$ cat src/hw/rtl/assert_macros.svh
// Assertion macros used by the allocator datapath.
`ifndef ASSERT_MACROS_SVH
`define ASSERT_MACROS_SVH

// Assert a property on the rising clock, idle while reset is held.
`define FFBA_ASSERT(label, prop, msg) \
  label: assert property (@(posedge clk_i) disable iff (!rst_ni) (prop)) \
    else $error(msg);

// Assert that one condition implies another in the next cycle.
`define FFBA_ASSERT_NEXT(label, ante, cons, msg) \
  label: assert property (@(posedge clk_i) disable iff (!rst_ni) (ante) |=> (cons)) \
    else $error(msg);

`endif

$ cat src/hw/rtl/ffba_pkg.sv
// Package: types and constants of the first-fit block allocator.
`timescale 1ns / 1ps

package ffba_pkg;

  localparam int unsigned OPCODE_W  = 2;
  localparam int unsigned STATUS_W  = 3;
  localparam int unsigned IDX_OUT_W = 5;
  localparam int unsigned SIZE_IO_W = 16;

  typedef enum logic [OPCODE_W-1:0] {
    OP_INIT  = 2'd0,
    OP_ALLOC = 2'd1,
    OP_FREE  = 2'd2,
    OP_NOP   = 2'd3
  } op_e;

  typedef enum logic [STATUS_W-1:0] {
    ST_ALLOC = 3'd0,
    ST_NOFIT = 3'd1,
    ST_FREED = 3'd2,
    ST_NONE  = 3'd3,
    ST_FULL  = 3'd4,
    ST_INIT  = 3'd5
  } status_e;

  typedef enum logic [1:0] {
    RES_NONE  = 2'd0,
    RES_ALLOC = 2'd1,
    RES_FREED = 2'd2
  } res_sel_e;

  typedef enum logic [2:0] {
    S_IDLE,
    S_DECODE,
    S_READ,
    S_CHECK,
    S_SHIFT_RD,
    S_SHIFT_WR,
    S_SPLIT,
    S_FINISH
  } state_e;

  typedef struct packed {
    logic     accept;
    logic     do_init;
    logic     scan_clr;
    logic     scan_inc;
    logic     rd_scan;
    logic     rd_shift;
    logic     wr_shift;
    logic     wr_remain;
    logic     wr_req;
    logic     mark_alloc;
    logic     mark_free;
    logic     do_split;
    logic     set_res;
    res_sel_e res_sel;
    status_e  res_status;
    logic     load_out;
  } cmd_t;

  typedef struct packed {
    op_e  op;
    logic req_zero;
    logic scan_end;
    logic fit;
    logic exact;
    logic full;
    logic used;
    logic shift_more;
    logic out_free;
  } sts_t;

endpackage

$ cat src/hw/rtl/ffba_datapath.sv
// Datapath: block table memory, free marks, counters, result and output registers.
`timescale 1ns / 1ps
`include "assert_macros.svh"

module ffba_datapath #(
  parameter int unsigned MAX_BLOCKS = 32,
  parameter int unsigned SIZE_WIDTH = 16
) (
  input  logic                             clk_i,
  input  logic                             rst_ni,
  input  logic                             cfg_valid_i,
  input  logic [ffba_pkg::SIZE_IO_W-1:0]   pool_size_i,
  input  logic [ffba_pkg::OPCODE_W-1:0]    opcode_i,
  input  logic [ffba_pkg::SIZE_IO_W-1:0]   request_size_i,
  input  ffba_pkg::cmd_t                   cmd_i,
  output ffba_pkg::sts_t                   sts_o,
  input  logic                             out_ready_i,
  output logic                             out_valid_o,
  output logic [ffba_pkg::STATUS_W-1:0]    status_o,
  output logic [ffba_pkg::IDX_OUT_W-1:0]   block_index_o,
  output logic [ffba_pkg::SIZE_IO_W-1:0]   block_size_o
);

  localparam int unsigned IDX_W = $clog2(MAX_BLOCKS);
  localparam int unsigned CNT_W = $clog2(MAX_BLOCKS + 1);

  logic [SIZE_WIDTH-1:0]            mem [MAX_BLOCKS];
  logic [SIZE_WIDTH-1:0]            rd_q;

  logic [ffba_pkg::SIZE_IO_W-1:0]   pool_q;
  ffba_pkg::op_e                    op_q;
  logic [SIZE_WIDTH-1:0]            req_q;
  logic [CNT_W-1:0]                 cnt_q, cnt_d;
  logic [MAX_BLOCKS-1:0]            marks_q, marks_d;
  logic [CNT_W-1:0]                 scan_q, scan_d;
  logic [CNT_W-1:0]                 ptr_q, ptr_d;
  logic [SIZE_WIDTH-1:0]            remain_q;
  ffba_pkg::status_e                res_status_q;
  logic [IDX_W-1:0]                 res_idx_q;
  logic [SIZE_WIDTH-1:0]            res_size_q;
  logic                             out_valid_q;
  logic [ffba_pkg::STATUS_W-1:0]    out_status_q;
  logic [ffba_pkg::IDX_OUT_W-1:0]   out_idx_q;
  logic [ffba_pkg::SIZE_IO_W-1:0]   out_size_q;

  logic [SIZE_WIDTH+ffba_pkg::SIZE_IO_W-1:0] req_ext, pool_ext;
  logic [IDX_W+ffba_pkg::IDX_OUT_W-1:0]      idx_ext;
  logic [SIZE_WIDTH+ffba_pkg::SIZE_IO_W-1:0] size_ext;
  logic [SIZE_WIDTH-1:0]            req_in, pool_sz;
  logic [CNT_W-1:0]                 scan_plus1, ptr_minus1;
  logic [IDX_W-1:0]                 scan_idx;
  logic [MAX_BLOCKS-1:0]            marks_up;
  logic                             mem_we, mem_re;
  logic [IDX_W-1:0]                 mem_waddr, mem_raddr;
  logic [SIZE_WIDTH-1:0]            mem_wdata;

  assign req_ext    = {{SIZE_WIDTH{1'b0}}, request_size_i};
  assign req_in     = req_ext[SIZE_WIDTH-1:0];
  assign pool_ext   = {{SIZE_WIDTH{1'b0}}, pool_q};
  assign pool_sz    = pool_ext[SIZE_WIDTH-1:0];
  assign scan_plus1 = scan_q + CNT_W'(1);
  assign ptr_minus1 = ptr_q - CNT_W'(1);
  assign scan_idx   = scan_q[IDX_W-1:0];
  assign marks_up   = {marks_q[MAX_BLOCKS-2:0], 1'b0};

  assign sts_o.op         = op_q;
  assign sts_o.req_zero   = (req_q == '0);
  assign sts_o.scan_end   = (scan_q >= cnt_q);
  assign sts_o.fit        = marks_q[scan_idx] && (rd_q >= req_q);
  assign sts_o.exact      = (rd_q == req_q);
  assign sts_o.full       = (cnt_q == CNT_W'(MAX_BLOCKS));
  assign sts_o.used       = !marks_q[scan_idx];
  assign sts_o.shift_more = (ptr_q > scan_plus1);
  assign sts_o.out_free   = !out_valid_q || out_ready_i;

  always_comb begin
    mem_we    = 1'b0;
    mem_waddr = '0;
    mem_wdata = req_q;
    if (cmd_i.do_init) begin
      mem_we    = 1'b1;
      mem_wdata = pool_sz;
    end else if (cmd_i.wr_shift) begin
      mem_we    = 1'b1;
      mem_waddr = ptr_q[IDX_W-1:0];
      mem_wdata = rd_q;
    end else if (cmd_i.wr_remain) begin
      mem_we    = 1'b1;
      mem_waddr = scan_plus1[IDX_W-1:0];
      mem_wdata = remain_q;
    end else if (cmd_i.wr_req) begin
      mem_we    = 1'b1;
      mem_waddr = scan_idx;
    end
  end

  assign mem_re    = cmd_i.rd_scan || cmd_i.rd_shift;
  assign mem_raddr = cmd_i.rd_shift ? ptr_minus1[IDX_W-1:0] : scan_idx;

  always_ff @(posedge clk_i) begin
    if (mem_we) begin
      mem[mem_waddr] <= mem_wdata;
    end
    if (mem_re) begin
      rd_q <= mem[mem_raddr];
    end
  end

  always_comb begin
    marks_d = marks_q;
    if (cmd_i.do_init) begin
      marks_d    = '0;
      marks_d[0] = 1'b1;
    end else if (cmd_i.mark_alloc) begin
      marks_d[scan_idx] = 1'b0;
    end else if (cmd_i.mark_free) begin
      marks_d[scan_idx] = 1'b1;
    end else if (cmd_i.do_split) begin
      for (int k = 0; k < MAX_BLOCKS; k++) begin
        if (CNT_W'(k) == scan_q) begin
          marks_d[k] = 1'b0;
        end else if (CNT_W'(k) == scan_plus1) begin
          marks_d[k] = 1'b1;
        end else if (CNT_W'(k) > scan_plus1) begin
          marks_d[k] = marks_up[k];
        end
      end
    end
  end

  always_comb begin
    cnt_d = cnt_q;
    if (cmd_i.do_init) begin
      cnt_d = CNT_W'(1);
    end else if (cmd_i.do_split) begin
      cnt_d = cnt_q + CNT_W'(1);
    end
  end

  always_comb begin
    scan_d = scan_q;
    if (cmd_i.scan_clr) begin
      scan_d = '0;
    end else if (cmd_i.scan_inc) begin
      scan_d = scan_plus1;
    end
  end

  always_comb begin
    ptr_d = ptr_q;
    if (cmd_i.do_split) begin
      ptr_d = cnt_q;
    end else if (cmd_i.wr_shift) begin
      ptr_d = ptr_minus1;
    end
  end

  always_ff @(posedge clk_i or negedge rst_ni) begin
    if (!rst_ni) begin
      pool_q      <= '1;
      cnt_q       <= '0;
      marks_q     <= '0;
      scan_q      <= '0;
      ptr_q       <= '0;
      out_valid_q <= 1'b0;
    end else begin
      if (cfg_valid_i) begin
        pool_q <= pool_size_i;
      end
      cnt_q   <= cnt_d;
      marks_q <= marks_d;
      scan_q  <= scan_d;
      ptr_q   <= ptr_d;
      if (cmd_i.load_out) begin
        out_valid_q <= 1'b1;
      end else if (out_ready_i) begin
        out_valid_q <= 1'b0;
      end
    end
  end

  always_ff @(posedge clk_i) begin
    if (cmd_i.accept) begin
      op_q  <= ffba_pkg::op_e'(opcode_i);
      req_q <= req_in;
    end
    if (cmd_i.do_split) begin
      remain_q <= rd_q - req_q;
    end
    if (cmd_i.set_res) begin
      res_status_q <= cmd_i.res_status;
      unique case (cmd_i.res_sel)
        ffba_pkg::RES_ALLOC: begin
          res_idx_q  <= scan_idx;
          res_size_q <= req_q;
        end
        ffba_pkg::RES_FREED: begin
          res_idx_q  <= scan_idx;
          res_size_q <= rd_q;
        end
        default: begin
          res_idx_q  <= '0;
          res_size_q <= '0;
        end
      endcase
    end
    if (cmd_i.load_out) begin
      out_status_q <= res_status_q;
      out_idx_q    <= idx_ext[ffba_pkg::IDX_OUT_W-1:0];
      out_size_q   <= size_ext[ffba_pkg::SIZE_IO_W-1:0];
    end
  end

  assign idx_ext  = {{ffba_pkg::IDX_OUT_W{1'b0}}, res_idx_q};
  assign size_ext = {{ffba_pkg::SIZE_IO_W{1'b0}}, res_size_q};

  assign out_valid_o   = out_valid_q;
  assign status_o      = out_status_q;
  assign block_index_o = out_idx_q;
  assign block_size_o  = out_size_q;

  `FFBA_ASSERT(a_cnt_bound, cnt_q <= CNT_W'(MAX_BLOCKS), "block count above table depth")
  `FFBA_ASSERT_NEXT(a_split_grows, cmd_i.do_split, cnt_q == $past(cnt_q) + CNT_W'(1), "split did not add a block")
  `FFBA_ASSERT(a_load_free, cmd_i.load_out |-> (!out_valid_q || out_ready_i), "output word overwritten")
  `FFBA_ASSERT(a_split_room, cmd_i.do_split |-> (cnt_q < CNT_W'(MAX_BLOCKS)), "split with full table")

endmodule

$ cat src/hw/rtl/ffba_ctrl.sv
// Controller: state machine that sequences init, scan, shift and result for each word.
`timescale 1ns / 1ps

module ffba_ctrl (
  input  logic           clk_i,
  input  logic           rst_ni,
  input  logic           in_valid_i,
  output logic           in_ready_o,
  input  ffba_pkg::sts_t sts_i,
  output ffba_pkg::cmd_t cmd_o
);

  ffba_pkg::state_e state_q, state_d;

  always_ff @(posedge clk_i or negedge rst_ni) begin
    if (!rst_ni) begin
      state_q <= ffba_pkg::S_IDLE;
    end else begin
      state_q <= state_d;
    end
  end

  always_comb begin
    state_d    = state_q;
    cmd_o      = '0;
    in_ready_o = 1'b0;
    unique case (state_q)
      ffba_pkg::S_IDLE: begin
        in_ready_o = 1'b1;
        if (in_valid_i) begin
          cmd_o.accept = 1'b1;
          state_d      = ffba_pkg::S_DECODE;
        end
      end
      ffba_pkg::S_DECODE: begin
        unique case (sts_i.op)
          ffba_pkg::OP_INIT: begin
            cmd_o.do_init    = 1'b1;
            cmd_o.set_res    = 1'b1;
            cmd_o.res_status = ffba_pkg::ST_INIT;
            state_d          = ffba_pkg::S_FINISH;
          end
          ffba_pkg::OP_ALLOC: begin
            if (sts_i.req_zero) begin
              cmd_o.set_res    = 1'b1;
              cmd_o.res_status = ffba_pkg::ST_INIT;
              state_d          = ffba_pkg::S_FINISH;
            end else begin
              cmd_o.scan_clr = 1'b1;
              state_d        = ffba_pkg::S_READ;
            end
          end
          ffba_pkg::OP_FREE: begin
            cmd_o.scan_clr = 1'b1;
            state_d        = ffba_pkg::S_READ;
          end
          default: begin
            cmd_o.set_res    = 1'b1;
            cmd_o.res_status = ffba_pkg::ST_INIT;
            state_d          = ffba_pkg::S_FINISH;
          end
        endcase
      end
      ffba_pkg::S_READ: begin
        if (sts_i.scan_end) begin
          cmd_o.set_res    = 1'b1;
          cmd_o.res_status = (sts_i.op == ffba_pkg::OP_FREE) ? ffba_pkg::ST_NONE
                                                            : ffba_pkg::ST_NOFIT;
          state_d          = ffba_pkg::S_FINISH;
        end else begin
          cmd_o.rd_scan = 1'b1;
          state_d       = ffba_pkg::S_CHECK;
        end
      end
      ffba_pkg::S_CHECK: begin
        if (sts_i.op == ffba_pkg::OP_FREE) begin
          if (sts_i.used) begin
            cmd_o.mark_free  = 1'b1;
            cmd_o.set_res    = 1'b1;
            cmd_o.res_sel    = ffba_pkg::RES_FREED;
            cmd_o.res_status = ffba_pkg::ST_FREED;
            state_d          = ffba_pkg::S_FINISH;
          end else begin
            cmd_o.scan_inc = 1'b1;
            state_d        = ffba_pkg::S_READ;
          end
        end else if (sts_i.fit) begin
          if (sts_i.exact) begin
            cmd_o.mark_alloc = 1'b1;
            cmd_o.set_res    = 1'b1;
            cmd_o.res_sel    = ffba_pkg::RES_ALLOC;
            cmd_o.res_status = ffba_pkg::ST_ALLOC;
            state_d          = ffba_pkg::S_FINISH;
          end else if (sts_i.full) begin
            cmd_o.set_res    = 1'b1;
            cmd_o.res_status = ffba_pkg::ST_FULL;
            state_d          = ffba_pkg::S_FINISH;
          end else begin
            cmd_o.do_split = 1'b1;
            state_d        = ffba_pkg::S_SHIFT_RD;
          end
        end else begin
          cmd_o.scan_inc = 1'b1;
          state_d        = ffba_pkg::S_READ;
        end
      end
      ffba_pkg::S_SHIFT_RD: begin
        if (sts_i.shift_more) begin
          cmd_o.rd_shift = 1'b1;
          state_d        = ffba_pkg::S_SHIFT_WR;
        end else begin
          cmd_o.wr_remain = 1'b1;
          state_d         = ffba_pkg::S_SPLIT;
        end
      end
      ffba_pkg::S_SHIFT_WR: begin
        cmd_o.wr_shift = 1'b1;
        state_d        = ffba_pkg::S_SHIFT_RD;
      end
      ffba_pkg::S_SPLIT: begin
        cmd_o.wr_req     = 1'b1;
        cmd_o.set_res    = 1'b1;
        cmd_o.res_sel    = ffba_pkg::RES_ALLOC;
        cmd_o.res_status = ffba_pkg::ST_ALLOC;
        state_d          = ffba_pkg::S_FINISH;
      end
      ffba_pkg::S_FINISH: begin
        if (sts_i.out_free) begin
          cmd_o.load_out = 1'b1;
          state_d        = ffba_pkg::S_IDLE;
        end
      end
      default: begin
        state_d = ffba_pkg::S_IDLE;
      end
    endcase
  end

endmodule

$ cat src/hw/rtl/first_fit_block_allocator_unit.sv
// First-fit block allocator: a single-port block table scanned and shifted one entry
// at a time. One word is worked on at a time. Init, a zero request and an unused
// opcode skip the scan and go straight to the result. A scan visits each table entry
// with one memory read and one compare, plus an end check when nothing is found. A
// split moves each entry above the split point up with a read and a write, then does
// the two table writes for the remainder and the request. The result sits in an output
// register, so the next word is taken while it waits. That word then holds in its last
// state until the register is free. Free blocks are never merged.
`timescale 1ns / 1ps

module first_fit_block_allocator_unit #(
  parameter int unsigned MAX_BLOCKS = 32,
  parameter int unsigned SIZE_WIDTH = 16
) (
  input  logic                             clk_i,
  input  logic                             rst_ni,
  input  logic                             cfg_valid_i,
  output logic                             cfg_ready_o,
  input  logic [ffba_pkg::SIZE_IO_W-1:0]   pool_size_i,
  input  logic                             in_valid_i,
  output logic                             in_ready_o,
  input  logic [ffba_pkg::OPCODE_W-1:0]    opcode_i,
  input  logic [ffba_pkg::SIZE_IO_W-1:0]   request_size_i,
  output logic                             out_valid_o,
  input  logic                             out_ready_i,
  output logic [ffba_pkg::STATUS_W-1:0]    status_o,
  output logic [ffba_pkg::IDX_OUT_W-1:0]   block_index_o,
  output logic [ffba_pkg::SIZE_IO_W-1:0]   block_size_o
);

  ffba_pkg::cmd_t cmd;
  ffba_pkg::sts_t sts;

  assign cfg_ready_o = 1'b1;

  ffba_ctrl u_ctrl (
    .clk_i      (clk_i),
    .rst_ni     (rst_ni),
    .in_valid_i (in_valid_i),
    .in_ready_o (in_ready_o),
    .sts_i      (sts),
    .cmd_o      (cmd)
  );

  ffba_datapath #(
    .MAX_BLOCKS (MAX_BLOCKS),
    .SIZE_WIDTH (SIZE_WIDTH)
  ) u_datapath (
    .clk_i          (clk_i),
    .rst_ni         (rst_ni),
    .cfg_valid_i    (cfg_valid_i),
    .pool_size_i    (pool_size_i),
    .opcode_i       (opcode_i),
    .request_size_i (request_size_i),
    .cmd_i          (cmd),
    .sts_o          (sts),
    .out_ready_i    (out_ready_i),
    .out_valid_o    (out_valid_o),
    .status_o       (status_o),
    .block_index_o  (block_index_o),
    .block_size_o   (block_size_o)
  );

endmodule

$ cat config.mk
export PLATFORM = sky130hd
export DESIGN_NAME = first_fit_block_allocator_unit
export DESIGN_NICKNAME = d
export VERILOG_FILES = /design/src/hw/rtl/ffba_pkg.sv /design/src/hw/rtl/ffba_datapath.sv /design/src/hw/rtl/ffba_ctrl.sv /design/src/hw/rtl/first_fit_block_allocator_unit.sv
export VERILOG_INCLUDE_DIRS = /design/src /design/src/hw/rtl
export SDC_FILE = /design/constraint.sdc
export NUM_CORES = 1
export LEC_CHECK = 0
export ABC_AREA = 1
export BUFFER_PORTS_ARGS = -buffer_cell sky130_fd_sc_hd__buf_2
export CAP_MARGIN = 20
export CORE_MARGIN = 2
export CORE_UTILIZATION = 40
export CTS_CLUSTER_DIAMETER = 150
export DETAILED_ROUTE_END_ITERATION = 8
export GPL_TIMING_DRIVEN = 0
export PLACE_DENSITY = 0.58
export SYNTH_ARGS = -nofsm -noshare
export SYNTH_HDL_FRONTEND = slang
export SYNTH_SLANG_ARGS = --single-unit
export TNS_END_PERCENT = 20
$ cat constraint.sdc
create_clock -name clk_i -period 6.8 [get_ports clk_i]
set_clock_uncertainty 0.1 [all_clocks]
set_input_delay 1.7 -clock clk_i [delete_from_list [all_inputs] [get_ports clk_i]]
set_output_delay 1.7 -clock clk_i [all_outputs]
set_load 0.005 [all_outputs]
# Word level (Yosys, flattened, before mapping)

Memories as Yosys holds them, arrays and structs flattened. A register that Yosys moved wholly into a read port is not among the register bits.
Cells that the tools add are included.

Add/subtract/negate cells: 4
$lt $le $gt $ge: 37
Eq/ne operators: 77
Multiplexer cells: 187
Bitwise gates (word level): 3
Reductions and logical operators: 81

Operator list:

| kind               | number |
|---|---|
| $eq 5x6->1 const A | 32 |
| $reduce_bool 6->1  | 32 |
| $mux 1             | 138 |
| $mux 32            | 4 |
| $eq 4x6->1 const A | 16 |
| $gt 5x6->1 const A | 16 |
| $reduce_and 2->1   | 33 |
| $eq 3x6->1 const A | 8 |
| $gt 4x6->1 const A | 8 |
| $mux 16            | 3 |
| $mux 6             | 8 |
| $mux 3             | 12 |
| $and 32x32->32     | 1 |
| $not 32->32        | 1 |
| $or 32x32->32      | 1 |
| $pmux 16 s2        | 1 |
| $mux 5             | 5 |
| $eq 2x6->1 const A | 4 |
| $gt 3x6->1 const A | 4 |
| $pmux 3 s8         | 1 |
| $eq 16x16->1       | 1 |
| $ge 16x16->1       | 1 |
| $logic_not 16->1   | 1 |
| $sub 16x16->16     | 1 |
| 34 further kinds   | 57 |

Bits in registers: 152
Bits in writable memories: 512
Input port bits: 39
Output and inout bits: 27
Logic and storage cells: 437
Memories kept: 1

Memory list:

| memory         | words | bits a word | read ports | clocked after Yosys merged registers in | wr ports | line                | source |
|---|---|---|---|---|---|---|---|
| u_datapath.mem | 32    | 16          | 1          | 1                                       | 1        | ffba_datapath.sv:27 | `logic [SIZE_WIDTH-1:0] mem [MAX_BLOCKS];` |

# Logic depth before layout (Yosys ltp)

Depth after elaboration: 10
Mapped depth: 24
Depth with buffers taken out: 20

# Hierarchy

Synthesis repeated with hierarchy kept, for this count alone.

Cell total of the unflattened synthesis: 3,115
Area, all modules: 31,536.5 sq um

By module, submodules not included:

| module                         | times used | cells each | area an instance (sq um) | sequential area each (sq um) |
|---|---|---|---|---|
| ffba_datapath                  | 1          | 3,027      | 31,034.8                 | 20,014.2 |
| ffba_ctrl                      | 1          | 86         | 490.5                    | 75.1 |
| first_fit_block_allocator_unit | 1          | 2          | 11.3                     | 0.0 |

# Worst setup path after synthesis

Ideal clock, no wire load.

Path type: reg-to-reg
From: register u_datapath.scan_q[0]
To: memory u_datapath.mem[0][0] (data pin)
Library setup time: 390 ps
Data arrival time: 3,720 ps
Data required time: 6,310 ps
Setup slack: 2,590 ps
Cell stages (with the launch flop): 17
Buffers on the path: 3
Period minus slack after synthesis: 4,210 ps
Path through: dfrtp_1 inv_1 buf_1 ha_1 inv_1 clkbuf_1 ha_1 inv_1 o21bai_1 nand3_1 nand2_2 nand2_1 nand2_1 clkbuf_1 nand2_1 o21ai_0 o221ai_1

Longest elaborated chain between the ends: 7

Ends and longest elaborated chain:

| what                              | line                 | source |
|---|---|---|
| start, declared                   | ffba_datapath.sv:35  | `logic [CNT_W-1:0] scan_q, scan_d;` |
| start signal, assigned            | ffba_datapath.sv:172 | `scan_q <= scan_d;` |
| $add 6x1->6                       | ffba_datapath.sv:61  | `assign scan_plus1 = scan_q + CNT_W'(1);` |
| $gt 6x6->1                        | ffba_datapath.sv:73  | `assign sts_o.shift_more = (ptr_q > scan_plus1);` |
| $mux 1                            | ffba_ctrl.sv:108     | `if (sts_i.shift_more) begin` |
| $mux 1                            | ffba_ctrl.sv:27      | `unique case (state_q)` |
| $mux 16                           | ffba_datapath.sv:87  | `end else if (cmd_i.wr_remain) begin` |
| $mux 16                           | ffba_datapath.sv:83  | `end else if (cmd_i.wr_shift) begin` |
| $mux 16                           | ffba_datapath.sv:80  | `if (cmd_i.do_init) begin` |
| named net u_datapath.mem_wdata[0] | ffba_datapath.sv:55  | `logic [SIZE_WIDTH-1:0] mem_wdata;` |
| end, declared                     | ffba_datapath.sv:27  |  |

The timed path passes the listed nets, and every way through them passes these cells.

# Final worst setup path

From: register u_datapath.scan_q[0]
To: memory u_datapath.mem[9][10], enable pin

Longest elaborated chain between the ends: 9
Elaborated cells between the ends (all ways): 13
Those cells by class: add/sub: 1; order compare: 1; mux: 11

Ends and longest elaborated chain:

| what                         | line                 | source |
|---|---|---|
| $add 6x1->6                  | ffba_datapath.sv:61  |  |
| $gt 6x6->1                   | ffba_datapath.sv:73  |  |
| $mux 1                       | ffba_ctrl.sv:108     |  |
| $mux 1                       | ffba_ctrl.sv:27      |  |
| $mux 1                       | ffba_datapath.sv:87  |  |
| $mux 1                       | ffba_datapath.sv:83  |  |
| $mux 1                       | ffba_datapath.sv:80  |  |
| $mux 1                       | ffba_datapath.sv:101 | `if (mem_we) begin` |
| $mux 1 (implied by the code) | ffba_datapath.sv:102 | `mem[mem_waddr] <= mem_wdata;` |

Several ways; a longest one is shown, not always the timed one.

==> key figures <==
Run status
  – Outcome: finished clean

Place
  – Final weighted congestion in routability-driven placement: 1.00
  – # port buffers: 64
  – Pre-CTS setup slack: 0.669 ns
  – Count of placed standard cells including taps: 4751
  – HPWL after detailed placement: 74.8 mm

Routing
  – Final ANT Viol Nets: 0
  – Vias after detailed routing: 25.8k
  – Drt pass-1 iters: 6
  – Initial DRC count: 2569
  – Detailed-route DRC error count: 0
  – Wirelength per Cell: 21.1 µm
  – Detailed-route vias per instance: 5.27
  – Sum of routed wire length over all layers: 103 mm

Final layout
  – Final nets: 3839
  – Non-filler instance count after layout: 4893
  – ANT cells: 0
  – Multi-input gate area: 10400 µm²
  – Post-layout utilization of the core: 0.469
  – Fill count: 7722
  – Area taken by flip-flops and latches: 20100 µm²
  – Area delta synth->final: 15.8%
  – Fraction of final layout cells sized beyond drive strength 1: 0.105

Floorplan
  – Effective utilization at floorplan: 0.405
  – Cell Rows: 105
  – Placeable Area: 82200 µm²
  – Number of I/O pins: 66
  – Die Outline Area: 85700 µm²
  – Chip Width: 293 µm
  – DIE HEIGHT: 293 µm

Worst setup path
  – Required time at the worst-slack endpoint: 7.04 ns
  – CP Launch Type: flop
  – Worst Setup End Kind: flop
  – Arrival time of data at the critical path endpoint: 6.58 ns
  – Kind of critical path: flop to flop
  – Setup slack, reg-to-reg: 0.46 ns
  – Peak fanout along the critical path: 13

CTS
  – Clock tree from TritonCTS: built
  – Worst-case clock buffer depth: 3
  – Cts-stage hold buffer count: 0
  – CTS clk-pin slew, worst paths: 0.06 ns
  – Root buffer cell: sky130_fd_sc_hd__clkbuf_16
  – Clock Latency Late Sink: 0.64 ns
  – H-tree depth reported by CTS: 3
  – Num Clock Sinks: 680
  – Setup fix buffers added after clock tree synthesis: 0
  – Number of gates resized after cts: 0
  – Num CTS Buffers: 77

Timing
  – Worst max-slew margin expressed relative to the limit: 0.233
  – Final setup violating endpoints: 0
  – Clock period minus worst slack: 6.34 ns
  – Final number of hold-violating endpoints: 0
  – Transition time at the pin with the least slew margin: 1.15 ns
  – Highest clock rate: 158 MHz
  – Final Worst Setup Slack: 0.458 ns
  – Share of the clock period used by the worst path after layout: 0.933
  – RSZ-0062 raised after global routing: false
  – Max-slew violations: 0
  – Worst hold-check slack: 0.316 ns

Power
  – Worst vdd ir: 0.243 mV
  – Total power density per cell area: 529 nW/µm²
  – Clock network power share: 0.208
  – Switch share: 0.444
  – PnR Total Power: 20.4 mW
  – Switching Power: 9.05 mW
  – Combinational group share of total power: 0.479
  – Sequential fraction of design power: 0.313
  – Total internal power: 11.4 mW
  – Leakage power figure: 16.1 nW

Synth
  – Top post-synthesis cells by area: sky130_fd_sc_hd__edfxtp_1, sky130_fd_sc_hd__nand2_1, sky130_fd_sc_hd__nand3_1
  – Warnings from Yosys: 0
  – Synthesized instance count: 3576
  – Number of distinct library cells after synthesis: 51
  – Cell taking the most area after synthesis: sky130_fd_sc_hd__edfxtp_1
  – Most common cell in the synthesized netlist: sky130_fd_sc_hd__nand2_1
  – Syn_area_per_cell: 9.32 µm²
  – Ys async rst share: 0.103
  – Post-synth design cell area: 33300 µm²
  – Top cells by count, synth: sky130_fd_sc_hd__nand2_1, sky130_fd_sc_hd__inv_1, sky130_fd_sc_hd__edfxtp_1, sky130_fd_sc_hd__nand3_1, sky130_fd_sc_hd__o21ai_0
  – Most used DFF post-synth: sky130_fd_sc_hd__edfxtp_1
  – Sequential-to-total area share from yosys stat: 0.603
  – Area share of the largest cell type after synthesis: 0.549
  – Flop and latch count out of synthesis: 680
  – Net count after synthesis: 3654
  – Post-synth EDFFs: 610

Worst hold path
  – HP Class: flop to flop

GRT
  – Total routing usage reported by global routing: 0.239
  – Global-route wire length before repair: 153 mm
  – Remaining Overflow, GRT: 0
  – Pin count of the biggest net entering global routing: 53
  – Number of global-route vias before repair: 24.4k
  – Antenna violations before repair: 0

Flow run
  – Max-cap violations: 0
logic make-up after synthesis:
| group | synth area share |
|---|---|
| AOI/OAI and AO/OA | 0.0609 |
| xor gates and xnor gates | 0.00525 |
| adders and majority gates | 0.0149 |
| buffers and inverters | 0.0962 |
| DFF | 0.603 |
| other | 0.000112 |
| and+or+nand+nor | 0.220 |
routing by layer:
layer,vias up,GRT usage,share of wire,routed length (µm)
met4,0,0.0922,0.037,3870
met2,1068,0.382,0.46,47200
li1,12212,-,-,-
met5,-,0,0,0
met1,12324,0.334,0.43,44700
met3,205,0.0288,0.072,7380
sequential cells by signal, summed over array words and instances, names as in the netlist, 3 cells and up:
register and flops:
u_datapath.remain_q 16, u_datapath.mem 512, u_datapath.scan_q 6, u_datapath.ptr_q 6, u_datapath.block_index_o 5, u_datapath.res_status_q 3
u_datapath.marks_q 32, u_ctrl.state_q 3, u_datapath.res_idx_q 5, u_datapath.cnt_q 6, u_datapath.pool_q 16, u_datapath.block_size_o 16
u_datapath.status_o 3, u_datapath.res_size_q 16, u_datapath.rd_q 16, u_datapath.req_q 16
final cells by class:
class / count / area share
clock inverter: 44 / 0.0114
buffer: 173 / 0.0218
timing repair buffer: 106 / 0.0272
multi-input combinational: 2093 / 0.268
inverter: 630 / 0.0613
tap: 1070 / 0.0347
clock buffer: 97 / 0.0548
sequential: 680 / 0.520
worst max-delay path, cell delays in order (launching register included):
cell and delay (ns):
sky130_fd_sc_hd__dfrtp_1 0.49, sky130_fd_sc_hd__inv_1 0.29, sky130_fd_sc_hd__buf_1 0.74, sky130_fd_sc_hd__ha_1 0.41
sky130_fd_sc_hd__inv_1 0.18, sky130_fd_sc_hd__clkbuf_1 0.55, sky130_fd_sc_hd__ha_1 0.37, sky130_fd_sc_hd__nand2_1 0.06
sky130_fd_sc_hd__nand3b_1 0.19, sky130_fd_sc_hd__nand2_1 0.08, sky130_fd_sc_hd__nand2_1 0.28, sky130_fd_sc_hd__o221ai_1 0.18
sky130_fd_sc_hd__o21ai_0 0.38, sky130_fd_sc_hd__nand2_1 0.57, sky130_fd_sc_hd__nor2_1 0.91, sky130_fd_sc_hd__buf_6 0.24
power groups by stage:
stage | Combinational, mW | Sequential, mW | Clock, mW
CTS | 9.64 | 6.39 | 4.29
global route | 10.5 | 6.45 | 4.44
detailed placement | 9.60 | 6.47 | 0
global placement | 8.84 | 6.63 | 0
floorplan | 5.34 | 6.41 | 0
finish | 9.79 | 6.39 | 4.24
metrics by stage:
step                area (µm²)  TNS [ns]
finish                   38600         0
global route             38600         0
CTS                      38600         0
detailed placement       36000         0
global placement         35000   -521.77
floorplan                33300         0
cell usage in the layout, fill, tap and decap left out, drive strengths merged, types with 17 or more instances in the layout:
| cell type | netlist | routed |
|---|---|---|
| a21oi | 141 | 141 |
| buf | 103 | 208 |
| clkbuf | 70 | 167 |
| clkinv | 2 | 31 |
| dfrtp | 54 | 54 |
| edfxtp | 610 | 610 |
| ha | 38 | 38 |
| inv | 628 | 631 |
| nand2 | 836 | 836 |
| nand3 | 583 | 583 |
| nand3b | 51 | 51 |
| nor2 | 155 | 155 |
| nor3 | 17 | 17 |
| o21ai | 167 | 167 |
| o221ai | 22 | 22 |
final timing paths:
kind / start / end / cells after the start
max in group asynchronous: rst_ni / u_datapath.pool_q[6] / 2
worst min-delay path: u_datapath.res_idx_q[0] / u_datapath.block_index_o[0] / 0
worst max register to register: u_datapath.scan_q[0] / u_datapath.mem[9][10] / 15
min in group asynchronous: rst_ni / u_datapath.marks_q[27] / 1
worst min register to register: u_datapath.res_idx_q[0] / u_datapath.block_index_o[0] / 0
worst max-delay path: u_datapath.scan_q[0] / u_datapath.mem[9][10] / 15
No activity file was read; power rests on OpenSTA's default activity.
